$ cat src/sv/mtc_pkg.sv
// mtc_pkg: shared types, character constants and code tables for the morse text codec
// no dependencies; used by every other file of the block

package mtc_pkg;

	localparam int QUEUE_DEPTH = 2;
	localparam int QPTR_W = (QUEUE_DEPTH > 1) ? $clog2(QUEUE_DEPTH) : 1;
	localparam int QCNT_W = $clog2(QUEUE_DEPTH + 1);

	localparam logic [7:0] CH_NUL = 8'h00;
	localparam logic [7:0] CH_DOT = 8'h2e;
	localparam logic [7:0] CH_DASH = 8'h2d;
	localparam logic [7:0] CH_SLASH = 8'h2f;
	localparam logic [7:0] CH_SPACE = 8'h20;
	localparam logic [2:0] BAD_COUNT = 3'd7;
	localparam logic [2:0] MAX_SYMBOLS = 3'd4;

	typedef enum logic [1:0] {
		ST_OK = 2'd0,
		ST_BAD = 2'd1,
		ST_EMPTY = 2'd2
	} status_t;

	typedef enum logic {
		DIR_ENCODE = 1'b0,
		DIR_DECODE = 1'b1
	} dir_t;

	// one queued job: a run of morse symbols, then one or two tail results
	typedef struct packed {
		logic [3:0] sym_bits;
		logic [2:0] sym_len;
		logic t1_vld;
		logic [7:0] t1_char;
		status_t t1_status;
		logic t2_vld;
		logic [7:0] t2_char;
		status_t t2_status;
	} job_t;

	typedef struct packed {
		logic vld;
		logic [2:0] len;
		logic [3:0] bits;
	} enc_t;

	function automatic logic is_space(input logic [7:0] c);
		is_space = (c == 8'd32) || (c >= 8'd9 && c <= 8'd13);
	endfunction

	// letter to code, bit i set = symbol i is a dash
	function automatic enc_t encode_letter(input logic [7:0] c);
		logic [7:0] lc;
		enc_t r;
		lc = (c >= "A" && c <= "Z") ? (c + 8'd32) : c;
		r = '{vld: 1'b1, len: 3'd0, bits: 4'b0000};
		case (lc)
			"a": begin r.len = 3'd2; r.bits = 4'b0010; end
			"b": begin r.len = 3'd4; r.bits = 4'b0001; end
			"c": begin r.len = 3'd4; r.bits = 4'b0101; end
			"d": begin r.len = 3'd3; r.bits = 4'b0001; end
			"e": begin r.len = 3'd1; r.bits = 4'b0000; end
			"f": begin r.len = 3'd4; r.bits = 4'b0100; end
			"g": begin r.len = 3'd3; r.bits = 4'b0011; end
			"h": begin r.len = 3'd4; r.bits = 4'b0000; end
			"i": begin r.len = 3'd2; r.bits = 4'b0000; end
			"j": begin r.len = 3'd4; r.bits = 4'b1110; end
			"k": begin r.len = 3'd3; r.bits = 4'b0101; end
			"l": begin r.len = 3'd4; r.bits = 4'b0010; end
			"m": begin r.len = 3'd2; r.bits = 4'b0011; end
			"n": begin r.len = 3'd2; r.bits = 4'b0001; end
			"o": begin r.len = 3'd3; r.bits = 4'b0111; end
			"p": begin r.len = 3'd4; r.bits = 4'b0110; end
			"r": begin r.len = 3'd3; r.bits = 4'b0010; end
			"s": begin r.len = 3'd3; r.bits = 4'b0000; end
			"t": begin r.len = 3'd1; r.bits = 4'b0001; end
			"u": begin r.len = 3'd3; r.bits = 4'b0100; end
			"v": begin r.len = 3'd4; r.bits = 4'b1000; end
			"w": begin r.len = 3'd3; r.bits = 4'b0110; end
			"x": begin r.len = 3'd4; r.bits = 4'b1001; end
			"y": begin r.len = 3'd4; r.bits = 4'b1101; end
			"z": begin r.len = 3'd4; r.bits = 4'b0011; end
			default: r.vld = 1'b0;
		endcase
		encode_letter = r;
	endfunction

	// code to lowercase letter, CH_NUL when unknown
	function automatic logic [7:0] decode_code(input logic [2:0] cnt, input logic [3:0] bits);
		logic [7:0] r;
		case ({cnt, bits})
			{3'd2, 4'b0010}: r = "a";
			{3'd4, 4'b0001}: r = "b";
			{3'd4, 4'b0101}: r = "c";
			{3'd3, 4'b0001}: r = "d";
			{3'd1, 4'b0000}: r = "e";
			{3'd4, 4'b0100}: r = "f";
			{3'd3, 4'b0011}: r = "g";
			{3'd4, 4'b0000}: r = "h";
			{3'd2, 4'b0000}: r = "i";
			{3'd4, 4'b1110}: r = "j";
			{3'd3, 4'b0101}: r = "k";
			{3'd4, 4'b0010}: r = "l";
			{3'd2, 4'b0011}: r = "m";
			{3'd2, 4'b0001}: r = "n";
			{3'd3, 4'b0111}: r = "o";
			{3'd4, 4'b0110}: r = "p";
			{3'd3, 4'b0010}: r = "r";
			{3'd3, 4'b0000}: r = "s";
			{3'd1, 4'b0001}: r = "t";
			{3'd3, 4'b0100}: r = "u";
			{3'd4, 4'b1000}: r = "v";
			{3'd3, 4'b0110}: r = "w";
			{3'd4, 4'b1001}: r = "x";
			{3'd4, 4'b1101}: r = "y";
			{3'd4, 4'b0011}: r = "z";
			default: r = CH_NUL;
		endcase
		decode_code = r;
	endfunction

endpackage

$ cat src/sv/mtc_if.sv
// mtc_if: channel interfaces of the morse text codec (text in, results out, config)
// depends on mtc_pkg

interface mtc_in_if;
	logic valid;
	logic ready;
	logic [7:0] in_char;
	logic end_of_input;
	modport source (output valid, output in_char, output end_of_input, input ready);
	modport sink (input valid, input in_char, input end_of_input, output ready);
endinterface

interface mtc_out_if;
	import mtc_pkg::*;
	logic valid;
	logic ready;
	logic [7:0] out_char;
	status_t status;
	logic last;
	modport source (output valid, output out_char, output status, output last, input ready);
	modport sink (input valid, input out_char, input status, input last, output ready);
endinterface

interface mtc_cfg_if;
	logic valid;
	logic ready;
	logic direction;
	modport source (output valid, output direction, input ready);
	modport sink (input valid, input direction, output ready);
endinterface

$ cat src/sv/mtc_front.sv
// mtc_front: accepts text beats and config writes, keeps the stream state, builds jobs
// depends on mtc_pkg and mtc_if

module mtc_front
	import mtc_pkg::*;
(
	input logic clk,
	input logic arst_n,
	mtc_in_if.sink text_in,
	mtc_cfg_if.sink cfg,
	output logic push,
	output job_t push_job,
	input logic push_ready
);

	dir_t direction_q;
	logic [3:0] sym_bits_q, sym_bits_d;
	logic [2:0] sym_cnt_q, sym_cnt_d;
	logic prev_slash_q, prev_slash_d;
	logic in_word_q, in_word_d;
	logic seen_q, seen_d;
	logic err_q, err_d;
	logic accept;
	logic [7:0] c;
	enc_t enc;
	logic [7:0] dec;

	assign cfg.ready = 1'b1;
	assign text_in.ready = push_ready;
	assign accept = text_in.valid && text_in.ready;
	assign c = text_in.in_char;
	assign enc = encode_letter(c);
	assign dec = decode_code(sym_cnt_q, sym_bits_q);

	always_comb begin
		sym_bits_d = sym_bits_q;
		sym_cnt_d = sym_cnt_q;
		prev_slash_d = prev_slash_q;
		in_word_d = in_word_q;
		seen_d = seen_q;
		err_d = err_q;
		push_job = '{sym_bits: 4'b0000, sym_len: 3'd0, t1_vld: 1'b0, t1_char: CH_NUL,
			t1_status: ST_OK, t2_vld: 1'b0, t2_char: CH_NUL, t2_status: ST_OK};
		if (err_q) begin
			push_job.t1_vld = 1'b1;
			push_job.t1_status = ST_BAD;
		end else if (text_in.end_of_input) begin
			if (direction_q == DIR_ENCODE && in_word_q) begin
				push_job.t1_vld = 1'b1;
				push_job.t1_char = CH_SLASH;
				push_job.t2_vld = !seen_q;
				push_job.t2_status = ST_EMPTY;
			end else begin
				push_job.t1_vld = !seen_q;
				push_job.t1_status = ST_EMPTY;
			end
			sym_bits_d = 4'b0000;
			sym_cnt_d = 3'd0;
			prev_slash_d = 1'b0;
			in_word_d = 1'b0;
			seen_d = 1'b0;
		end else if (direction_q == DIR_ENCODE) begin
			if (is_space(c)) begin
				if (in_word_q) begin
					push_job.t1_vld = 1'b1;
					push_job.t1_char = CH_SLASH;
					in_word_d = 1'b0;
				end
			end else if (enc.vld) begin
				push_job.sym_bits = enc.bits;
				push_job.sym_len = enc.len;
				push_job.t1_vld = 1'b1;
				push_job.t1_char = CH_SLASH;
				in_word_d = 1'b1;
				seen_d = 1'b1;
			end else begin
				err_d = 1'b1;
				push_job.t1_vld = 1'b1;
				push_job.t1_status = ST_BAD;
			end
		end else begin
			if (is_space(c)) begin
				prev_slash_d = 1'b0;
			end else if (c == CH_SLASH) begin
				seen_d = 1'b1;
				push_job.t1_vld = 1'b1;
				if (prev_slash_q) begin
					push_job.t1_char = CH_SPACE;
				end else if (dec == CH_NUL) begin
					err_d = 1'b1;
					push_job.t1_status = ST_BAD;
				end else begin
					push_job.t1_char = dec;
				end
				prev_slash_d = 1'b1;
				sym_bits_d = 4'b0000;
				sym_cnt_d = 3'd0;
			end else begin
				prev_slash_d = 1'b0;
				if (c != CH_DOT && c != CH_DASH) begin
					sym_cnt_d = BAD_COUNT;
				end else if (sym_cnt_q < MAX_SYMBOLS) begin
					if (c == CH_DASH) begin
						sym_bits_d = sym_bits_q | (4'b0001 << sym_cnt_q[1:0]);
					end
					sym_cnt_d = sym_cnt_q + 3'd1;
				end else begin
					sym_cnt_d = BAD_COUNT;
				end
			end
		end
	end

	assign push = accept && push_job.t1_vld;

	always_ff @(posedge clk or negedge arst_n) begin
		if (!arst_n) begin
			direction_q <= DIR_DECODE;
			sym_bits_q <= 4'b0000;
			sym_cnt_q <= 3'd0;
			prev_slash_q <= 1'b0;
			in_word_q <= 1'b0;
			seen_q <= 1'b0;
			err_q <= 1'b0;
		end else begin
			if (cfg.valid) begin
				direction_q <= dir_t'(cfg.direction);
			end
			if (accept) begin
				sym_bits_q <= sym_bits_d;
				sym_cnt_q <= sym_cnt_d;
				prev_slash_q <= prev_slash_d;
				in_word_q <= in_word_d;
				seen_q <= seen_d;
				err_q <= err_d;
			end
		end
	end

endmodule

$ cat src/sv/mtc_queue.sv
// mtc_queue: small job queue between front and back
// depends on mtc_pkg

module mtc_queue
	import mtc_pkg::*;
(
	input logic clk,
	input logic arst_n,
	input logic push,
	input job_t push_job,
	output logic push_ready,
	output logic pop_valid,
	output job_t pop_job,
	input logic pop
);

	job_t entry_q [QUEUE_DEPTH];
	logic [QPTR_W-1:0] wr_ptr_q;
	logic [QPTR_W-1:0] rd_ptr_q;
	logic [QCNT_W-1:0] count_q;
	logic do_push, do_pop;

	assign push_ready = (count_q != QCNT_W'(QUEUE_DEPTH));
	assign pop_valid = (count_q != '0);
	assign pop_job = entry_q[rd_ptr_q];
	assign do_push = push && push_ready;
	assign do_pop = pop && pop_valid;

	always_ff @(posedge clk) begin
		if (do_push) begin
			entry_q[wr_ptr_q] <= push_job;
		end
	end

	always_ff @(posedge clk or negedge arst_n) begin
		if (!arst_n) begin
			wr_ptr_q <= '0;
			rd_ptr_q <= '0;
			count_q <= '0;
		end else begin
			if (do_push) begin
				wr_ptr_q <= (wr_ptr_q == QPTR_W'(QUEUE_DEPTH - 1)) ? '0 : wr_ptr_q + 1'b1;
			end
			if (do_pop) begin
				rd_ptr_q <= (rd_ptr_q == QPTR_W'(QUEUE_DEPTH - 1)) ? '0 : rd_ptr_q + 1'b1;
			end
			if (do_push && !do_pop) begin
				count_q <= count_q + 1'b1;
			end else if (do_pop && !do_push) begin
				count_q <= count_q - 1'b1;
			end
		end
	end

endmodule

$ cat src/sv/mtc_back.sv
// mtc_back: plays a job from its register as result beats, one per cycle while ready
// depends on mtc_pkg and mtc_if

module mtc_back
	import mtc_pkg::*;
(
	input logic clk,
	input logic arst_n,
	input logic pop_valid,
	input job_t pop_job,
	output logic pop,
	mtc_out_if.source text_out
);

	job_t cur_q;
	logic cur_vld_q;
	logic fire;
	logic is_last;

	assign is_last = (cur_q.sym_len == 3'd0) && !cur_q.t2_vld;
	assign fire = text_out.valid && text_out.ready;
	assign pop = !cur_vld_q || (fire && is_last);

	always_comb begin
		text_out.valid = cur_vld_q;
		text_out.last = is_last;
		if (cur_q.sym_len != 3'd0) begin
			text_out.out_char = cur_q.sym_bits[0] ? CH_DASH : CH_DOT;
			text_out.status = ST_OK;
		end else begin
			text_out.out_char = cur_q.t1_char;
			text_out.status = cur_q.t1_status;
		end
	end

	always_ff @(posedge clk) begin
		if (pop && pop_valid) begin
			cur_q <= pop_job;
		end else if (fire) begin
			if (cur_q.sym_len != 3'd0) begin
				cur_q.sym_len <= cur_q.sym_len - 3'd1;
				cur_q.sym_bits <= {1'b0, cur_q.sym_bits[3:1]};
			end else begin
				cur_q.t1_char <= cur_q.t2_char;
				cur_q.t1_status <= cur_q.t2_status;
				cur_q.t2_vld <= 1'b0;
			end
		end
	end

	always_ff @(posedge clk or negedge arst_n) begin
		if (!arst_n) begin
			cur_vld_q <= 1'b0;
		end else if (pop) begin
			cur_vld_q <= pop_valid;
		end
	end

endmodule

$ cat src/sv/morse_text_codec.sv
// morse_text_codec: top level, front stage, job queue and result player
// depends on mtc_pkg, mtc_if, mtc_front, mtc_queue, mtc_back

// Translates a text stream one byte per input beat, letters to Morse when direction is 0
// and Morse to letters when it is 1 (reset value 1), over a 25-letter table without q.
// The input side takes a beat every cycle while the two-entry job queue has room; while
// it is full every beat waits, including beats that give no result (whitespace, gathered
// symbols). Each result beat is one transfer on the output channel, one per cycle while
// the output is ready, so a letter being encoded yields up to five result beats (four
// symbols and the closing slash) and the result player, not the input side, sets the
// sustained rate. Errors are sticky until reset; config writes are always ready and
// take effect in the cycle after the write.

module morse_text_codec
	import mtc_pkg::*;
(
	input logic clk,
	input logic arst_n,
	mtc_in_if.sink text_in,
	mtc_out_if.source text_out,
	mtc_cfg_if.sink cfg
);

	logic push, push_ready;
	job_t push_job;
	logic pop, pop_valid;
	job_t pop_job;

	mtc_front u_front (
		.clk(clk),
		.arst_n(arst_n),
		.text_in(text_in),
		.cfg(cfg),
		.push(push),
		.push_job(push_job),
		.push_ready(push_ready)
	);

	mtc_queue u_queue (
		.clk(clk),
		.arst_n(arst_n),
		.push(push),
		.push_job(push_job),
		.push_ready(push_ready),
		.pop_valid(pop_valid),
		.pop_job(pop_job),
		.pop(pop)
	);

	mtc_back u_back (
		.clk(clk),
		.arst_n(arst_n),
		.pop_valid(pop_valid),
		.pop_job(pop_job),
		.pop(pop),
		.text_out(text_out)
	);

`ifndef SYNTHESIS
	a_push_has_tail: assert property (@(posedge clk) disable iff (!arst_n)
		push |-> push_job.t1_vld && push_ready)
		else $error("job pushed without a tail result or into a full queue");

	a_bad_status_no_char: assert property (@(posedge clk) disable iff (!arst_n)
		text_out.valid && text_out.status != ST_OK |-> text_out.out_char == CH_NUL)
		else $error("error result carries a character");

	a_empty_is_last: assert property (@(posedge clk) disable iff (!arst_n)
		text_out.valid && text_out.status == ST_EMPTY |-> text_out.last)
		else $error("empty input status not on the final beat");
`endif

endmodule
$ cat src/flat_wrapper.sv
// flat-port wrapper written by rule: the top's interface ports become plain ports
module morse_text_codec_flat import mtc_pkg::*;
  (clk, arst_n, text_in_valid, text_in_in_char, text_in_end_of_input, text_in_ready, text_out_valid, text_out_out_char, text_out_status, text_out_last, text_out_ready, cfg_valid, cfg_direction, cfg_ready);
  mtc_in_if text_in_i ();
  mtc_out_if text_out_i ();
  mtc_cfg_if cfg_i ();
  input logic clk;
  input logic arst_n;
  input wire logic [$bits(text_in_i.valid)-1:0] text_in_valid;
  input wire logic [$bits(text_in_i.in_char)-1:0] text_in_in_char;
  input wire logic [$bits(text_in_i.end_of_input)-1:0] text_in_end_of_input;
  output wire logic [$bits(text_in_i.ready)-1:0] text_in_ready;
  output wire logic [$bits(text_out_i.valid)-1:0] text_out_valid;
  output wire logic [$bits(text_out_i.out_char)-1:0] text_out_out_char;
  output wire logic [$bits(text_out_i.status)-1:0] text_out_status;
  output wire logic [$bits(text_out_i.last)-1:0] text_out_last;
  input wire logic [$bits(text_out_i.ready)-1:0] text_out_ready;
  input wire logic [$bits(cfg_i.valid)-1:0] cfg_valid;
  input wire logic [$bits(cfg_i.direction)-1:0] cfg_direction;
  output wire logic [$bits(cfg_i.ready)-1:0] cfg_ready;
  assign text_in_i.valid = text_in_valid;
  assign text_in_i.in_char = text_in_in_char;
  assign text_in_i.end_of_input = text_in_end_of_input;
  assign text_in_ready = text_in_i.ready;
  assign text_out_valid = text_out_i.valid;
  assign text_out_out_char = text_out_i.out_char;
  assign text_out_status = text_out_i.status;
  assign text_out_last = text_out_i.last;
  assign text_out_i.ready = text_out_ready;
  assign cfg_i.valid = cfg_valid;
  assign cfg_i.direction = cfg_direction;
  assign cfg_ready = cfg_i.ready;
  morse_text_codec u_core (.clk(clk), .arst_n(arst_n), .text_in(text_in_i), .text_out(text_out_i), .cfg(cfg_i));
endmodule
$ cat config.mk
export PLATFORM = sky130hd
export DESIGN_NAME = morse_text_codec_flat
export DESIGN_NICKNAME = d
export VERILOG_FILES = /design/src/sv/mtc_pkg.sv /design/src/sv/mtc_if.sv /design/src/sv/mtc_front.sv /design/src/sv/mtc_queue.sv /design/src/sv/mtc_back.sv /design/src/sv/morse_text_codec.sv /design/src/flat_wrapper.sv
export SDC_FILE = /design/constraint.sdc
export NUM_CORES = 1
export LEC_CHECK = 0
export BUFFER_PORTS_ARGS = -buffer_cell sky130_fd_sc_hd__buf_4
export CORE_MARGIN = 2
export CORE_UTILIZATION = 45
export DETAILED_ROUTE_END_ITERATION = 8
export PLACE_DENSITY_LB_ADDON = 0.3
export SYNTH_ARGS = -nofsm -noshare
export SYNTH_HDL_FRONTEND = slang
export SYNTH_SLANG_ARGS = --single-unit
$ cat constraint.sdc
create_clock -name clk -period 5.5 [get_ports clk]
set_input_delay 0.825 -clock clk [delete_from_list [all_inputs] [get_ports clk]]
set_output_delay 0.825 -clock clk [all_outputs]
set_load 0.03 [all_outputs]
==> qor.yml <==
outcome: "completed"
firstDrtPassIters: 4
yosysWarnings: 0
synth_common_cells: "54 x edfxtp_1, 39 x nor2_1, 29 x nand2_1, 24 x o21ai_0, 20 x a21oi_1"
cts_root_buf: "clkbuf_8"
wl_met3_um: 301
ys_types: 74
routed_wl_um: 8090
synth_cells: 418
maxUsedRoutingLayer: "met4"
worst_slew_pin_slew_ns: 1.12
synth-edff-count: 54
synth_area_um2: 4220
yosys-top-cells-area: "edfxtp_1 38%, dfrtp_1 9.5%, mux2i_1 4.0%"
place.gp.congestion: 0.859
wl_met2_um: 3790
syn_to_final_growth_pct: 9.85
skew_ns: 0.00803
coreArea_um2: 9150
final_util: 0.506
num_vias: 3100
fin_tns_setup_ns: 0
cp.required_ns: 4.68
die_y_um: 101
clk_transition_reported_paths_ns: 0.08
avgViaCountPerCell: 5.70
synth_fa_ha_area_frac: 0.0261
diodes: 0
yosys.area_share.simple: 0.199
p_leak_nw: 1.77
period_share: 0.533
grt_max_degree: 30
final_antenna_net_count: 0
syn_avg_cell_area_um2: 10.1
slew-limit-headroom: 0.251
cts_tree: "yes"
crit_path_end_kind: "output pin"
slew_violations: 0
crit_path_max_incr_delay_ns: 0.54
ioPinCount: 29
holdWs_ns: 0.335
wl_met1_um: 3910
cts_setup_buffers: 0
insertion_delay_ns: 0.34
start_kind: "register"
final_nets: 451
dominantRegCellSynth: "edfxtp_1"
drive_gt1_frac: 0.148
grt_pass1_wl_um: 13600
hp-class: "in -> async"
design_power_total_w: 0.00161
start_util: 0.461
path_max_fanout: 12
yosysMostFrequentCell: "edfxtp_1"
hold_buffers: 0
drc: 0
crit_chain: "inv_1 > ha_1 > nor2b_1 > mux2_2 > buf_4"
hold_viol: 0
rows: 35
rsz0062_at_grt: "no"
ys_seq_area_frac: 0.486
synth_xor_area_frac: 0.0145
dpl.hpwl_um: 5800
ctsResizeCount: 0
clock_path_buffers: 2
dr.first_iter.drc_count: 117
die_w_um: 101
power_density_nw_per_um2: 349
synth_top_family_by_area: "simple AND/OR/NAND/NOR gates"
dieArea_um2: 10200
antenna_found_initial: 0
synth-seq-cells: 71
synthArstFlopShare: 0.239
syn_nets: 441
cp_slowest_cell: "nor2b_1"
synthMuxAreaShare: 0.0484
maxCapViolCount: 0
setup_viol: 0
synth_compound_area_frac: 0.177
critPathKind: "reg -> out"
vdd_drop_max_v: 0.000164
grtUsageTotal: 0.169
clock-sinks: 71
htree_levels: 3
grt_pass1_vias: 2881
synth_top_cell_area_share: 0.384
crit_arrival_ns: 2.11
numPortBuffers: 26
numCtsBuffers: 9
wl_per_cell_um: 14.9
synth_top_cell_by_area: "edfxtp_1"
max_freq_mhz: 341
grt_remaining_overflow: 0
min_period_ns: 2.93
-- metrics by stage --
stage / setup WS, ns / cell area, um2 / cells
3_3_place_gp: 2.42 / 4440 / 528
3_5_place_dp: 2.31 / 4440 / 528
5_1_grt: 2.41 / 4630 / 544
2_1_floorplan: 1.94 / 4220 / 418
6_report: 2.57 / 4630 / 544
4_1_cts: 2.52 / 4630 / 544
-- registers in the layout (all words and copies together), names as in the netlist, 2 cells and up --
register / cells
u_core.u_back.cur_q: 18
u_core.u_front.sym_bits_q: 4
u_core.u_front.sym_cnt_q: 3
u_core.u_queue.count_q: 2
u_core.u_queue.entry_q: 36
-- cells by family after synthesis --
group | after synthesis
simple gates | 156
flops | 71
other cells | 2
xor+xnor | 7
compound gates | 109
buf+inv | 44
fa+ha+maj | 9
mux | 20
-- power by group --
part	internal [W]	switching, W
Combinational	0.000172	0.000239
Sequential	0.000724	0.0000805
Clock	0.000210	0.000190
Total	0.00111	0.000509
-- per-layer routing --
layer  global-route usage  vias to the layer above
met1                0.236                     1463
met5                    0                        -
met2                0.265                       58
met4               0.0495                        0
li1                     -                     1569
met3               0.0361                       10
-- cell usage in the layout (no fill, tap or decap), types with 4 or more instances in the layout --
cell / netlist / final
buf_4: 3 / 28
o21ai_0: 24 / 24
a21oi_1: 20 / 20
nor2b_1: 13 / 13
nand2b_1: 8 / 8
and3_1: 5 / 5
and2_1: 9 / 9
o31ai_1: 4 / 4
nand3_1: 11 / 11
o211ai_1: 4 / 4
mux2i_1: 17 / 17
nor2_1: 39 / 39
inv_1: 15 / 15
ha_1: 8 / 8
clkbuf_8: 0 / 9
a22o_1: 4 / 4
nand2_1: 29 / 29
a311o_1: 4 / 4
a211oi_1: 4 / 4
dfrtp_1: 16 / 16
nor3_1: 12 / 11
xor2_1: 4 / 4
a31oi_1: 7 / 7
edfxtp_1: 54 / 54
-- final timing paths --
path	start	endpoint	slack, ns	depth (start not counted)
worst max-delay path	u_core.u_back.cur_q[22]	text_out_out_char[0]	2.57	5
worst min-delay path	arst_n	u_core.u_queue.rd_ptr_q	0.33	1
worst max register to register	u_core.u_back.cur_q[22]	u_core.u_back.cur_q[22]	2.99	6
worst min register to register	u_core.u_back.cur_q[1]	u_core.u_back.cur_q[12]	0.52	2
max in group asynchronous	arst_n	u_core.u_front.direction_q	4.91	1
min in group clk	u_core.u_back.cur_q[1]	u_core.u_back.cur_q[12]	0.52	2
-- final cells by class --
type / count / area, um2
clock buffer: 9 / 124
clock inverter: 7 / 71.3
fill: 835 / 4520
inverter: 15 / 56.3
multi-input combinational: 303 / 1980
sequential: 71 / 2050
tap: 111 / 139
timing repair buffer: 28 / 210
-- worst max-delay path: cells and delay by family, from the launching register on --
kind / cells / cell delay (ns)
adder cells (fa/ha/maj): 1 / 0.18
buffers and inverters: 2 / 0.27
flip-flops: 1 / 0.39
multiplexers: 1 / 0.40
AND/OR/NAND/NOR: 1 / 0.54
Power figures use the tool's default switching activity.
